===== config.mk =====
export PLATFORM = sky130hd
export DESIGN_NAME = array_priority_queue
export DESIGN_NICKNAME = d
export VERILOG_FILES = /design/src/rtl/aprq_pkg.sv /design/src/rtl/array_priority_queue.sv /design/src/rtl/aprq_ram.sv /design/src/rtl/aprq_ctrl.sv /design/src/rtl/aprq_dp.sv
export SDC_FILE = /design/constraint.sdc
export NUM_CORES = 1
export LEC_CHECK = 0
export BUFFER_PORTS_ARGS = -buffer_cell sky130_fd_sc_hd__buf_2
export CAP_MARGIN = 20
export CORE_MARGIN = 8
export CORE_UTILIZATION = 50
export CTS_CLUSTER_DIAMETER = 40
export CTS_CLUSTER_SIZE = 8
export DETAILED_ROUTE_END_ITERATION = 16
export HOLD_SLACK_MARGIN = 0.15
export PLACE_DENSITY = 0.7
export SYNTH_ARGS = -nofsm -noshare
export SYNTH_HDL_FRONTEND = slang
export SYNTH_HIERARCHICAL = 1
export SYNTH_SLANG_ARGS = --single-unit

===== constraint.sdc =====
create_clock -name i_clk -period 4.1 [get_ports i_clk]
set_clock_uncertainty 0.1 [all_clocks]
set_input_delay 0.41 -clock i_clk [delete_from_list [all_inputs] [get_ports i_clk]]
set_output_delay 0.41 -clock i_clk [all_outputs]
set_load 0.01 [all_outputs]

===== src/rtl/aprq_pkg.sv =====
package aprq_pkg;

    // Fixed field widths of the stream payload
    localparam int TAG_W  = 16;
    localparam int PRIO_W = 8;
    localparam int OCC_W  = 4;
    localparam int STAT_W = 2;

    localparam logic OP_ENQ = 1'b0;
    localparam logic OP_DEQ = 1'b1;

    typedef enum logic [1:0] {
        ST_DONE  = 2'd0,
        ST_FULL  = 2'd1,
        ST_EMPTY = 2'd2
    } t_status;

    typedef enum logic [1:0] {
        S_IDLE,
        S_SCAN,
        S_SHIFT,
        S_EMIT
    } t_state;

    // controller -> datapath
    typedef struct packed {
        logic ready;
        logic scan;
        logic shift;
        logic emit;
    } t_cmd;

    // datapath -> controller
    typedef struct packed {
        logic in_valid;
        logic in_deq;
        logic empty;
        logic scan_last;
        logic no_shift;
        logic shift_last;
        logic out_free;
    } t_stat;

endpackage


===== src/rtl/array_priority_queue.sv =====
// Bounded priority queue of up to QUEUE_DEPTH entries (tag + priority) held
// unsorted in a one-write, one-read entry RAM. tuser selects the operation:
// 0 enqueues, 1 dequeues the entry with the lowest priority value (ties go to
// the oldest). Every input transaction returns exactly one result carrying a
// status (0 done, 1 full, 2 empty), the dequeued tag and priority (zero
// otherwise) and the occupancy after the operation. An enqueue, or a dequeue
// on an empty queue, goes straight from acceptance to the emit step. A dequeue
// of stored entries first scans them for the minimum, one RAM read per entry,
// then one read/write per later entry to close the gap. One transaction is in
// work at a time; the result waits in an output register, and the next
// transaction may be accepted before it is taken.
module array_priority_queue #(
    parameter int QUEUE_DEPTH   = 8,
    parameter int TAG_BITS      = 16,
    parameter int PRIORITY_BITS = 8
) (
    input  logic        i_clk,
    input  logic        i_rst_n,
    input  logic        s_axis_tvalid,
    output logic        s_axis_tready,
    input  logic [23:0] s_axis_tdata,   // [15:0] item_tag, [23:16] item_priority
    input  logic        s_axis_tuser,   // [0] operation
    output logic        m_axis_tvalid,
    input  logic        m_axis_tready,
    output logic [31:0] m_axis_tdata,   // [15:0] out_tag, [23:16] out_priority,
                                        // [27:24] occupancy, [31:28] zero
    output logic [1:0]  m_axis_tuser    // [1:0] status
);
    import aprq_pkg::*;

    t_cmd  cmd;
    t_stat stat;

    logic [TAG_W-1:0]  out_tag;
    logic [PRIO_W-1:0] out_prio;
    logic [OCC_W-1:0]  out_occ;

    aprq_ctrl u_ctrl (
        .i_clk   (i_clk),
        .i_rst_n (i_rst_n),
        .i_stat  (stat),
        .o_cmd   (cmd)
    );

    aprq_dp #(
        .QUEUE_DEPTH   (QUEUE_DEPTH),
        .TAG_BITS      (TAG_BITS),
        .PRIORITY_BITS (PRIORITY_BITS)
    ) u_dp (
        .i_clk       (i_clk),
        .i_rst_n     (i_rst_n),
        .i_cmd       (cmd),
        .o_stat      (stat),
        .i_in_valid  (s_axis_tvalid),
        .i_op        (s_axis_tuser),
        .i_tag       (s_axis_tdata[15:0]),
        .i_prio      (s_axis_tdata[23:16]),
        .i_out_ready (m_axis_tready),
        .o_out_valid (m_axis_tvalid),
        .o_status    (m_axis_tuser),
        .o_tag       (out_tag),
        .o_prio      (out_prio),
        .o_occ       (out_occ)
    );

    assign s_axis_tready = cmd.ready;
    assign m_axis_tdata  = {4'b0000, out_occ, out_prio, out_tag};

endmodule


===== src/rtl/aprq_ram.sv =====
module aprq_ram #(
    parameter int WIDTH = 24,
    parameter int DEPTH = 8
) (
    input  logic                                  i_clk,
    input  logic                                  i_we,
    input  logic [(DEPTH > 1 ? $clog2(DEPTH) : 1)-1:0] i_waddr,
    input  logic [WIDTH-1:0]                      i_wdata,
    input  logic [(DEPTH > 1 ? $clog2(DEPTH) : 1)-1:0] i_raddr,
    output logic [WIDTH-1:0]                      o_rdata
);
    logic [WIDTH-1:0] r_mem [DEPTH];
    logic [WIDTH-1:0] r_rdata;

    always_ff @(posedge i_clk) begin
        if (i_we) begin
            r_mem[i_waddr] <= i_wdata;
        end
        r_rdata <= r_mem[i_raddr];
    end

    assign o_rdata = r_rdata;

endmodule


===== src/rtl/aprq_ctrl.sv =====
module aprq_ctrl (
    input  logic            i_clk,
    input  logic            i_rst_n,
    input  aprq_pkg::t_stat i_stat,
    output aprq_pkg::t_cmd  o_cmd
);
    import aprq_pkg::*;

    t_state r_state;
    t_state n_state;

    always_ff @(posedge i_clk) begin
        if (!i_rst_n) begin
            r_state <= S_IDLE;
        end else begin
            r_state <= n_state;
        end
    end

    always_comb begin
        n_state = r_state;
        case (r_state)
            S_IDLE: begin
                if (i_stat.in_valid) begin
                    n_state = (i_stat.in_deq && !i_stat.empty) ? S_SCAN : S_EMIT;
                end
            end
            S_SCAN: begin
                if (i_stat.scan_last) begin
                    n_state = i_stat.no_shift ? S_EMIT : S_SHIFT;
                end
            end
            S_SHIFT: begin
                if (i_stat.shift_last) begin
                    n_state = S_EMIT;
                end
            end
            S_EMIT: begin
                if (i_stat.out_free) begin
                    n_state = S_IDLE;
                end
            end
            default: n_state = S_IDLE;
        endcase
    end

    always_comb begin
        o_cmd = '0;
        case (r_state)
            S_IDLE:  o_cmd.ready = 1'b1;
            S_SCAN:  o_cmd.scan  = 1'b1;
            S_SHIFT: o_cmd.shift = 1'b1;
            S_EMIT:  o_cmd.emit  = i_stat.out_free;
            default: o_cmd = '0;
        endcase
    end

    assert property (@(posedge i_clk) disable iff (!i_rst_n)
        (r_state == S_IDLE && i_stat.in_valid && i_stat.in_deq && !i_stat.empty)
        |=> r_state == S_SCAN)
        else $error("dequeue on a non-empty queue did not start a scan");

    assert property (@(posedge i_clk) disable iff (!i_rst_n)
        (r_state == S_EMIT && !i_stat.out_free) |=> r_state == S_EMIT)
        else $error("result left before the output register was free");

endmodule


===== src/rtl/aprq_dp.sv =====
module aprq_dp #(
    parameter int QUEUE_DEPTH   = 8,
    parameter int TAG_BITS      = 16,
    parameter int PRIORITY_BITS = 8
) (
    input  logic                        i_clk,
    input  logic                        i_rst_n,
    input  aprq_pkg::t_cmd              i_cmd,
    output aprq_pkg::t_stat             o_stat,
    input  logic                        i_in_valid,
    input  logic                        i_op,
    input  logic [aprq_pkg::TAG_W-1:0]  i_tag,
    input  logic [aprq_pkg::PRIO_W-1:0] i_prio,
    input  logic                        i_out_ready,
    output logic                        o_out_valid,
    output logic [aprq_pkg::STAT_W-1:0] o_status,
    output logic [aprq_pkg::TAG_W-1:0]  o_tag,
    output logic [aprq_pkg::PRIO_W-1:0] o_prio,
    output logic [aprq_pkg::OCC_W-1:0]  o_occ
);
    import aprq_pkg::*;

    localparam int CW = $clog2(QUEUE_DEPTH + 1);
    localparam int AW = (QUEUE_DEPTH > 1) ? $clog2(QUEUE_DEPTH) : 1;
    localparam int DW = TAG_BITS + PRIORITY_BITS;

    logic [CW-1:0]            r_count;
    logic [AW-1:0]            r_idx;
    logic [AW-1:0]            r_widx;
    logic [AW-1:0]            r_best_idx;
    logic [TAG_BITS-1:0]      r_best_tag;
    logic [PRIORITY_BITS-1:0] r_best_prio;
    logic                     r_op_deq;
    t_status                  r_pend_status;

    logic                     r_m_valid;
    t_status                  r_out_status;
    logic [TAG_W-1:0]         r_out_tag;
    logic [PRIO_W-1:0]        r_out_prio;
    logic [OCC_W-1:0]         r_out_occ;

    logic [AW-1:0]            n_best_idx;
    logic [TAG_BITS-1:0]      n_best_tag;
    logic [PRIORITY_BITS-1:0] n_best_prio;

    logic [DW-1:0]            ram_rdata;
    logic [TAG_BITS-1:0]      rd_tag;
    logic [PRIORITY_BITS-1:0] rd_prio;
    logic                     ram_we;
    logic [AW-1:0]            ram_waddr;
    logic [DW-1:0]            ram_wdata;
    logic [AW-1:0]            ram_raddr;

    logic accept;
    logic full;
    logic empty;
    logic upd;
    logic scan_last;
    logic no_shift;
    logic shift_last;
    logic enq_ok;
    logic out_free;

    assign rd_tag  = ram_rdata[TAG_BITS-1:0];
    assign rd_prio = ram_rdata[DW-1:TAG_BITS];

    assign accept   = i_cmd.ready & i_in_valid;
    assign full     = (r_count == CW'(QUEUE_DEPTH));
    assign empty    = (r_count == '0);
    assign enq_ok   = accept && (i_op == OP_ENQ) && !full;
    assign out_free = !r_m_valid || i_out_ready;

    // first entry seeds the minimum; strict compare keeps the earliest on a tie
    assign upd         = (r_idx == '0) || (rd_prio < r_best_prio);
    assign n_best_idx  = upd ? r_idx   : r_best_idx;
    assign n_best_tag  = upd ? rd_tag  : r_best_tag;
    assign n_best_prio = upd ? rd_prio : r_best_prio;

    assign scan_last  = ((CW'(r_idx) + CW'(1)) == r_count);
    assign no_shift   = ((CW'(n_best_idx) + CW'(1)) == r_count);
    assign shift_last = ((CW'(r_widx) + CW'(2)) == r_count);

    // read one ahead: rdata during a scan is entry r_idx, during a shift entry r_widx+1
    always_comb begin
        if (i_cmd.shift) begin
            ram_raddr = AW'(CW'(r_widx) + CW'(2));
        end else if (i_cmd.scan) begin
            ram_raddr = scan_last ? AW'(CW'(n_best_idx) + CW'(1))
                                  : AW'(CW'(r_idx) + CW'(1));
        end else begin
            ram_raddr = '0;
        end
    end

    assign ram_we    = enq_ok | i_cmd.shift;
    assign ram_waddr = i_cmd.shift ? r_widx : AW'(r_count);
    assign ram_wdata = i_cmd.shift ? ram_rdata
                                   : {PRIORITY_BITS'(i_prio), TAG_BITS'(i_tag)};

    aprq_ram #(
        .WIDTH (DW),
        .DEPTH (QUEUE_DEPTH)
    ) u_ram (
        .i_clk   (i_clk),
        .i_we    (ram_we),
        .i_waddr (ram_waddr),
        .i_wdata (ram_wdata),
        .i_raddr (ram_raddr),
        .o_rdata (ram_rdata)
    );

    always_ff @(posedge i_clk) begin
        if (!i_rst_n) begin
            r_count   <= '0;
            r_m_valid <= 1'b0;
        end else begin
            if (enq_ok) begin
                r_count <= r_count + CW'(1);
            end else if ((i_cmd.scan && scan_last && no_shift) ||
                         (i_cmd.shift && shift_last)) begin
                r_count <= r_count - CW'(1);
            end
            if (i_cmd.emit) begin
                r_m_valid <= 1'b1;
            end else if (i_out_ready) begin
                r_m_valid <= 1'b0;
            end
        end
    end

    always_ff @(posedge i_clk) begin
        if (accept) begin
            r_op_deq <= (i_op == OP_DEQ);
            r_idx    <= '0;
            if (i_op == OP_ENQ) begin
                r_pend_status <= full ? ST_FULL : ST_DONE;
            end else begin
                r_pend_status <= empty ? ST_EMPTY : ST_DONE;
            end
        end
        if (i_cmd.scan) begin
            r_idx       <= AW'(CW'(r_idx) + CW'(1));
            r_best_idx  <= n_best_idx;
            r_best_tag  <= n_best_tag;
            r_best_prio <= n_best_prio;
            r_widx      <= n_best_idx;
        end else if (i_cmd.shift) begin
            r_widx <= AW'(CW'(r_widx) + CW'(1));
        end
        if (i_cmd.emit) begin
            r_out_status <= r_pend_status;
            r_out_occ    <= OCC_W'(r_count);
            if (r_op_deq && r_pend_status == ST_DONE) begin
                r_out_tag  <= TAG_W'(r_best_tag);
                r_out_prio <= PRIO_W'(r_best_prio);
            end else begin
                r_out_tag  <= '0;
                r_out_prio <= '0;
            end
        end
    end

    assign o_stat.in_valid   = i_in_valid;
    assign o_stat.in_deq     = (i_op == OP_DEQ);
    assign o_stat.empty      = empty;
    assign o_stat.scan_last  = scan_last;
    assign o_stat.no_shift   = no_shift;
    assign o_stat.shift_last = shift_last;
    assign o_stat.out_free   = out_free;

    assign o_out_valid = r_m_valid;
    assign o_status    = r_out_status;
    assign o_tag       = r_out_tag;
    assign o_prio      = r_out_prio;
    assign o_occ       = r_out_occ;

    assert property (@(posedge i_clk) disable iff (!i_rst_n)
        r_count <= CW'(QUEUE_DEPTH))
        else $error("entry count above queue depth");

    assert property (@(posedge i_clk) disable iff (!i_rst_n)
        i_cmd.scan |-> (CW'(r_idx) < r_count))
        else $error("scan index past the stored entries");

    assert property (@(posedge i_clk) disable iff (!i_rst_n)
        i_cmd.shift |-> ((CW'(r_widx) + CW'(1)) < r_count))
        else $error("compaction reads beyond the stored entries");

    assert property (@(posedge i_clk) disable iff (!i_rst_n)
        $rose(r_m_valid) |-> $past(i_cmd.emit))
        else $error("result presented without a completed operation");

endmodule

==> run metrics <==
Final Max Tran Viols 0; share of layout cells above drive strength 1 0.341; Worst-Margin Slew 0.987 ns; met2 Resource Use GR 0.281; Tmin final 3.91 ns; CP endpoint kind flop; Critical Path Fanout Max 24; initial antenna violation count 0; critical path's largest stage delay 0.43 ns; cell count after synthesis 617; DRT Pass-1 Iters 4; worst min path class in -> reg; Final setup viols 0; top post-synthesis cells by count 258 x edfxtp_1, 48 x mux4_2, 41 x mux2_2; CP cell instances inv_1, ha_1, a2111o_1, a211oi_4, or2_2, mux2_2, ha_1, xnor2_1, a21oi_1, o21ai_4, buf_12, mux4_2, mux2_4; clk buf depth 3; site row count 55; most area-hungry cell type in the Yosys netlist edfxtp_1; via count 5,671; RSZ-0062 raised after global routing no; post-DP HPWL 13.5 mm; count leader, synth edfxtp_1; kind of critical path reg -> reg; Crit-path slowest cell a2111o_1; Post-synth ARST share 0; gr busiest metal met2; post-synthesis compound-gate area fraction 0.0223; Worst Hold Depth 2; most frequent CP cell ha_1; Hold Path End u_dp/u_ram/r_mem[2][9]$_DFFE_PP_; Required @ worst endpoint 4.40 ns; vias per cell 5.52; number of global-route vias before repair 5,975; I/O pin cnt 65; hold_ws 0.188 ns; CORE AREA 0.0227 sq mm; Warnings, synthesis 6; power per cell area 783 mW/mm^2; sequential element share of the synthesized area 0.720; CTS tree yes; Area growth syn-to-layout 18.0%; crit path buf inv count 2; DR WL/cell 21.9 um; Worst-Skew Late Latency 0.54 ns; Synth cell types 51; Sinks on Clock Net 289; VDD IR max 0.398 mV; Max-slew headroom 0.341; Num CTS Buffers 43; CP arrival 4.21 ns; GRT Total Usage 0.159; DRC 0; M3 GR Usage 0.0347; iteration-0 DRC count of the detailed router 338; Post-Synth XOR/XNOR Area 0.0113; grt ovf 0; Max Fclk 256 MHz; Post-Synth Adder-Cell Area 0.0211; final net count 761; final WL 22.6 mm; pin count of the biggest net entering global routing 49; Mapped Area 0.0116 sq mm; port bufs 60; Hold Crit Start s_axis_tdata[9]; Tcrit/Tclk final 0.954; FF-to-FF End u_dp/u_ram/o_rdata[18]$_DFF_P_; Synth top area share 0.667; Layout Utilization 0.604; Die Wd 168 um; Initial Util 0.512; H-tree depth 2; largest family of logic cells by synthesized area multiplexers; gpl congestion 0.822; critical path launch point type flop; Post-Syn Area per Cell 18.8 sq um; Static Leak 4.76 nW; global-route wire length before repair 34.4 mm; total negative setup slack 0 ns; cell count of the worst reg-to-reg path 13; Setup Fix Bufs, Post-CTS 0; post-synthesis mux area share 0.153; cell family with most CP delay compound AO/OA/AOI/OAI gates; Die Area 0.0284 sq mm; Max Cap Viol 0; Primary FF master, synth edfxtp_1; Post-Synth Simple-Gate Area 0.0459; status finished, final reports clean; Fin. Hold Viols 0; met1 Resource Use GR 0.189; top cells by area, synth edfxtp_1 67%, mux4_2 9.3%, dfxtp_1 5.3%, mux2_2 4.0%, ha_1 1.9%; Clock Root Buffer clkbuf_16; Critical path origin u_dp/r_best_prio[1]$_DFFE_PP_; number of synthesized flops with an enable pin 258; FILL cells 1,562; ANT nets after route 0; Worst R2R Start u_dp/r_best_prio[1]$_DFFE_PP_; Die Y-Extent 168 um; # diodes 0; clock transition at the registers of the reported paths 0.05 ns; r2r setup slk 0.19 ns; Synth Register Bits 289
-- worst register-to-register path, delay by kind of cell (launching register included) --
kind | cells | cell delay (ns)
buffers and inverters | 2 | 0.31
XOR/XNOR | 1 | 0.17
AO/OA/AOI/OAI | 4 | 1.16
multiplexers | 3 | 1.01
flip-flops | 1 | 0.37
AND/OR/NAND/NOR | 1 | 0.21
adder cells (fa/ha/maj) | 2 | 0.47
-- power by group --
group	total [mW]	internal, mW	switching, mW
Clock	3.20	1.99	1.21
Combinational	3.20	1.56	1.64
Sequential	4.34	4.05	0.287
-- cell families (layout without fill, tap and decap cells) --
group | after synthesis | in the layout
multiplexers | 106 | 106
buffers and inverters | 59 | 182
XOR/XNOR | 15 | 15
adder cells (fa/ha/maj) | 19 | 19
flip-flops | 289 | 289
AO/OA/AOI/OAI | 32 | 32
other | 1 | 4
AND/OR/NAND/NOR | 96 | 96
-- per-stage QoR --
step / std cells / cell area, sq um / worst slack (ns) / total power, mW
2_1_floorplan: 620 / 11600 / 0.281 / 6.76
3_3_place_gp: 948 / 12400 / 0.311 / 7.42
3_5_place_dp: 948 / 12400 / 0.177 / 7.57
4_1_cts: 1027 / 13700 / 0.144 / 10.8
5_1_grt: 1028 / 13700 / 0.0185 / 11.2
6_report: 1028 / 13700 / 0.190 / 10.7
-- placed cells by master (no fill, tap or decap), types with 3 or more instances in the layout --
| cell type | synthesis | routed |
|---|---|---|
| clkbuf_16 | 0 | 44 |
| a21oi_1 | 8 | 8 |
| o21ai_0 | 5 | 3 |
| dfxtp_1 | 31 | 31 |
| and2_1 | 28 | 28 |
| nor2_1 | 12 | 6 |
| nor4_1 | 3 | 3 |
| buf_12 | 2 | 9 |
| inv_1 | 23 | 23 |
| nand2_1 | 21 | 21 |
| dlygate4sd3_1 | 0 | 4 |
| conb_1 | 1 | 4 |
| xnor2_1 | 5 | 5 |
| edfxtp_1 | 258 | 258 |
| ha_1 | 18 | 18 |
| clkbuf_1 | 12 | 25 |
| mux2_4 | 12 | 12 |
| mux4_2 | 48 | 48 |
| buf_4 | 11 | 10 |
| mux2_2 | 41 | 41 |
| nor2_2 | 0 | 6 |
| nor2b_1 | 5 | 5 |
| buf_2 | 6 | 60 |
| mux2i_1 | 5 | 5 |
| nand2b_1 | 11 | 11 |
| xor2_1 | 10 | 10 |
-- metal layers --
metal  share of wire  routed length [um]
met3           0.058                1300
met1            0.40                9090
met4           0.019                 427
met5               0                   0
met2            0.52               11700
-- sequential cells by signal (all words and copies together) (netlist names) --
register            cells
u_dp/u_ram/r_mem      192
u_dp/u_ram/o_rdata     24
u_dp/o_tag             16
u_dp/r_best_tag        16
u_dp/o_prio             8
u_dp/r_best_prio        8
u_dp/o_occ              4
u_dp/r_count            4
u_dp/r_best_idx         3
u_dp/r_idx              3
u_dp/r_widx             3
u_ctrl/r_state          2
u_dp/o_status           2
u_dp/r_pend_status      2
u_dp/o_out_valid        1
u_dp/r_op_deq           1
-- final cells by class --
type                    count  area [sq um]  area share
inverters                  23          86.3     0.00629
flip-flops and latches    289          8370       0.610
well taps                 285           357      0.0260
repair buffers             84           621      0.0452
clock buffers              70          1200      0.0873
clock inverters             5          65.1     0.00474
multi-input cells         272          3020       0.220
-- how the worst max path moves through the flow --
stage | to | slack (ns) | cells past startpoint
2_1_floorplan | u_dp/u_ram/o_rdata[15]$_DFF_P_ | 0.28 | 14
3_3_place_gp | u_dp/u_ram/o_rdata[8]$_DFF_P_ | 0.31 | 13
3_5_place_dp | u_dp/u_ram/o_rdata[18]$_DFF_P_ | 0.18 | 13
4_1_cts | u_dp/u_ram/o_rdata[18]$_DFF_P_ | 0.14 | 13
5_1_grt | u_dp/u_ram/o_rdata[18]$_DFF_P_ | 0.02 | 13
6_report | u_dp/u_ram/o_rdata[18]$_DFF_P_ | 0.19 | 13
-- what timing repair did --
item,in CTS,in global routing
hold buffers,4,0
gates resized for setup,0,0
hold endpoints to repair,10,0
setup endpoints to repair,0,1
No activity file was read; power rests on OpenSTA's default activity.
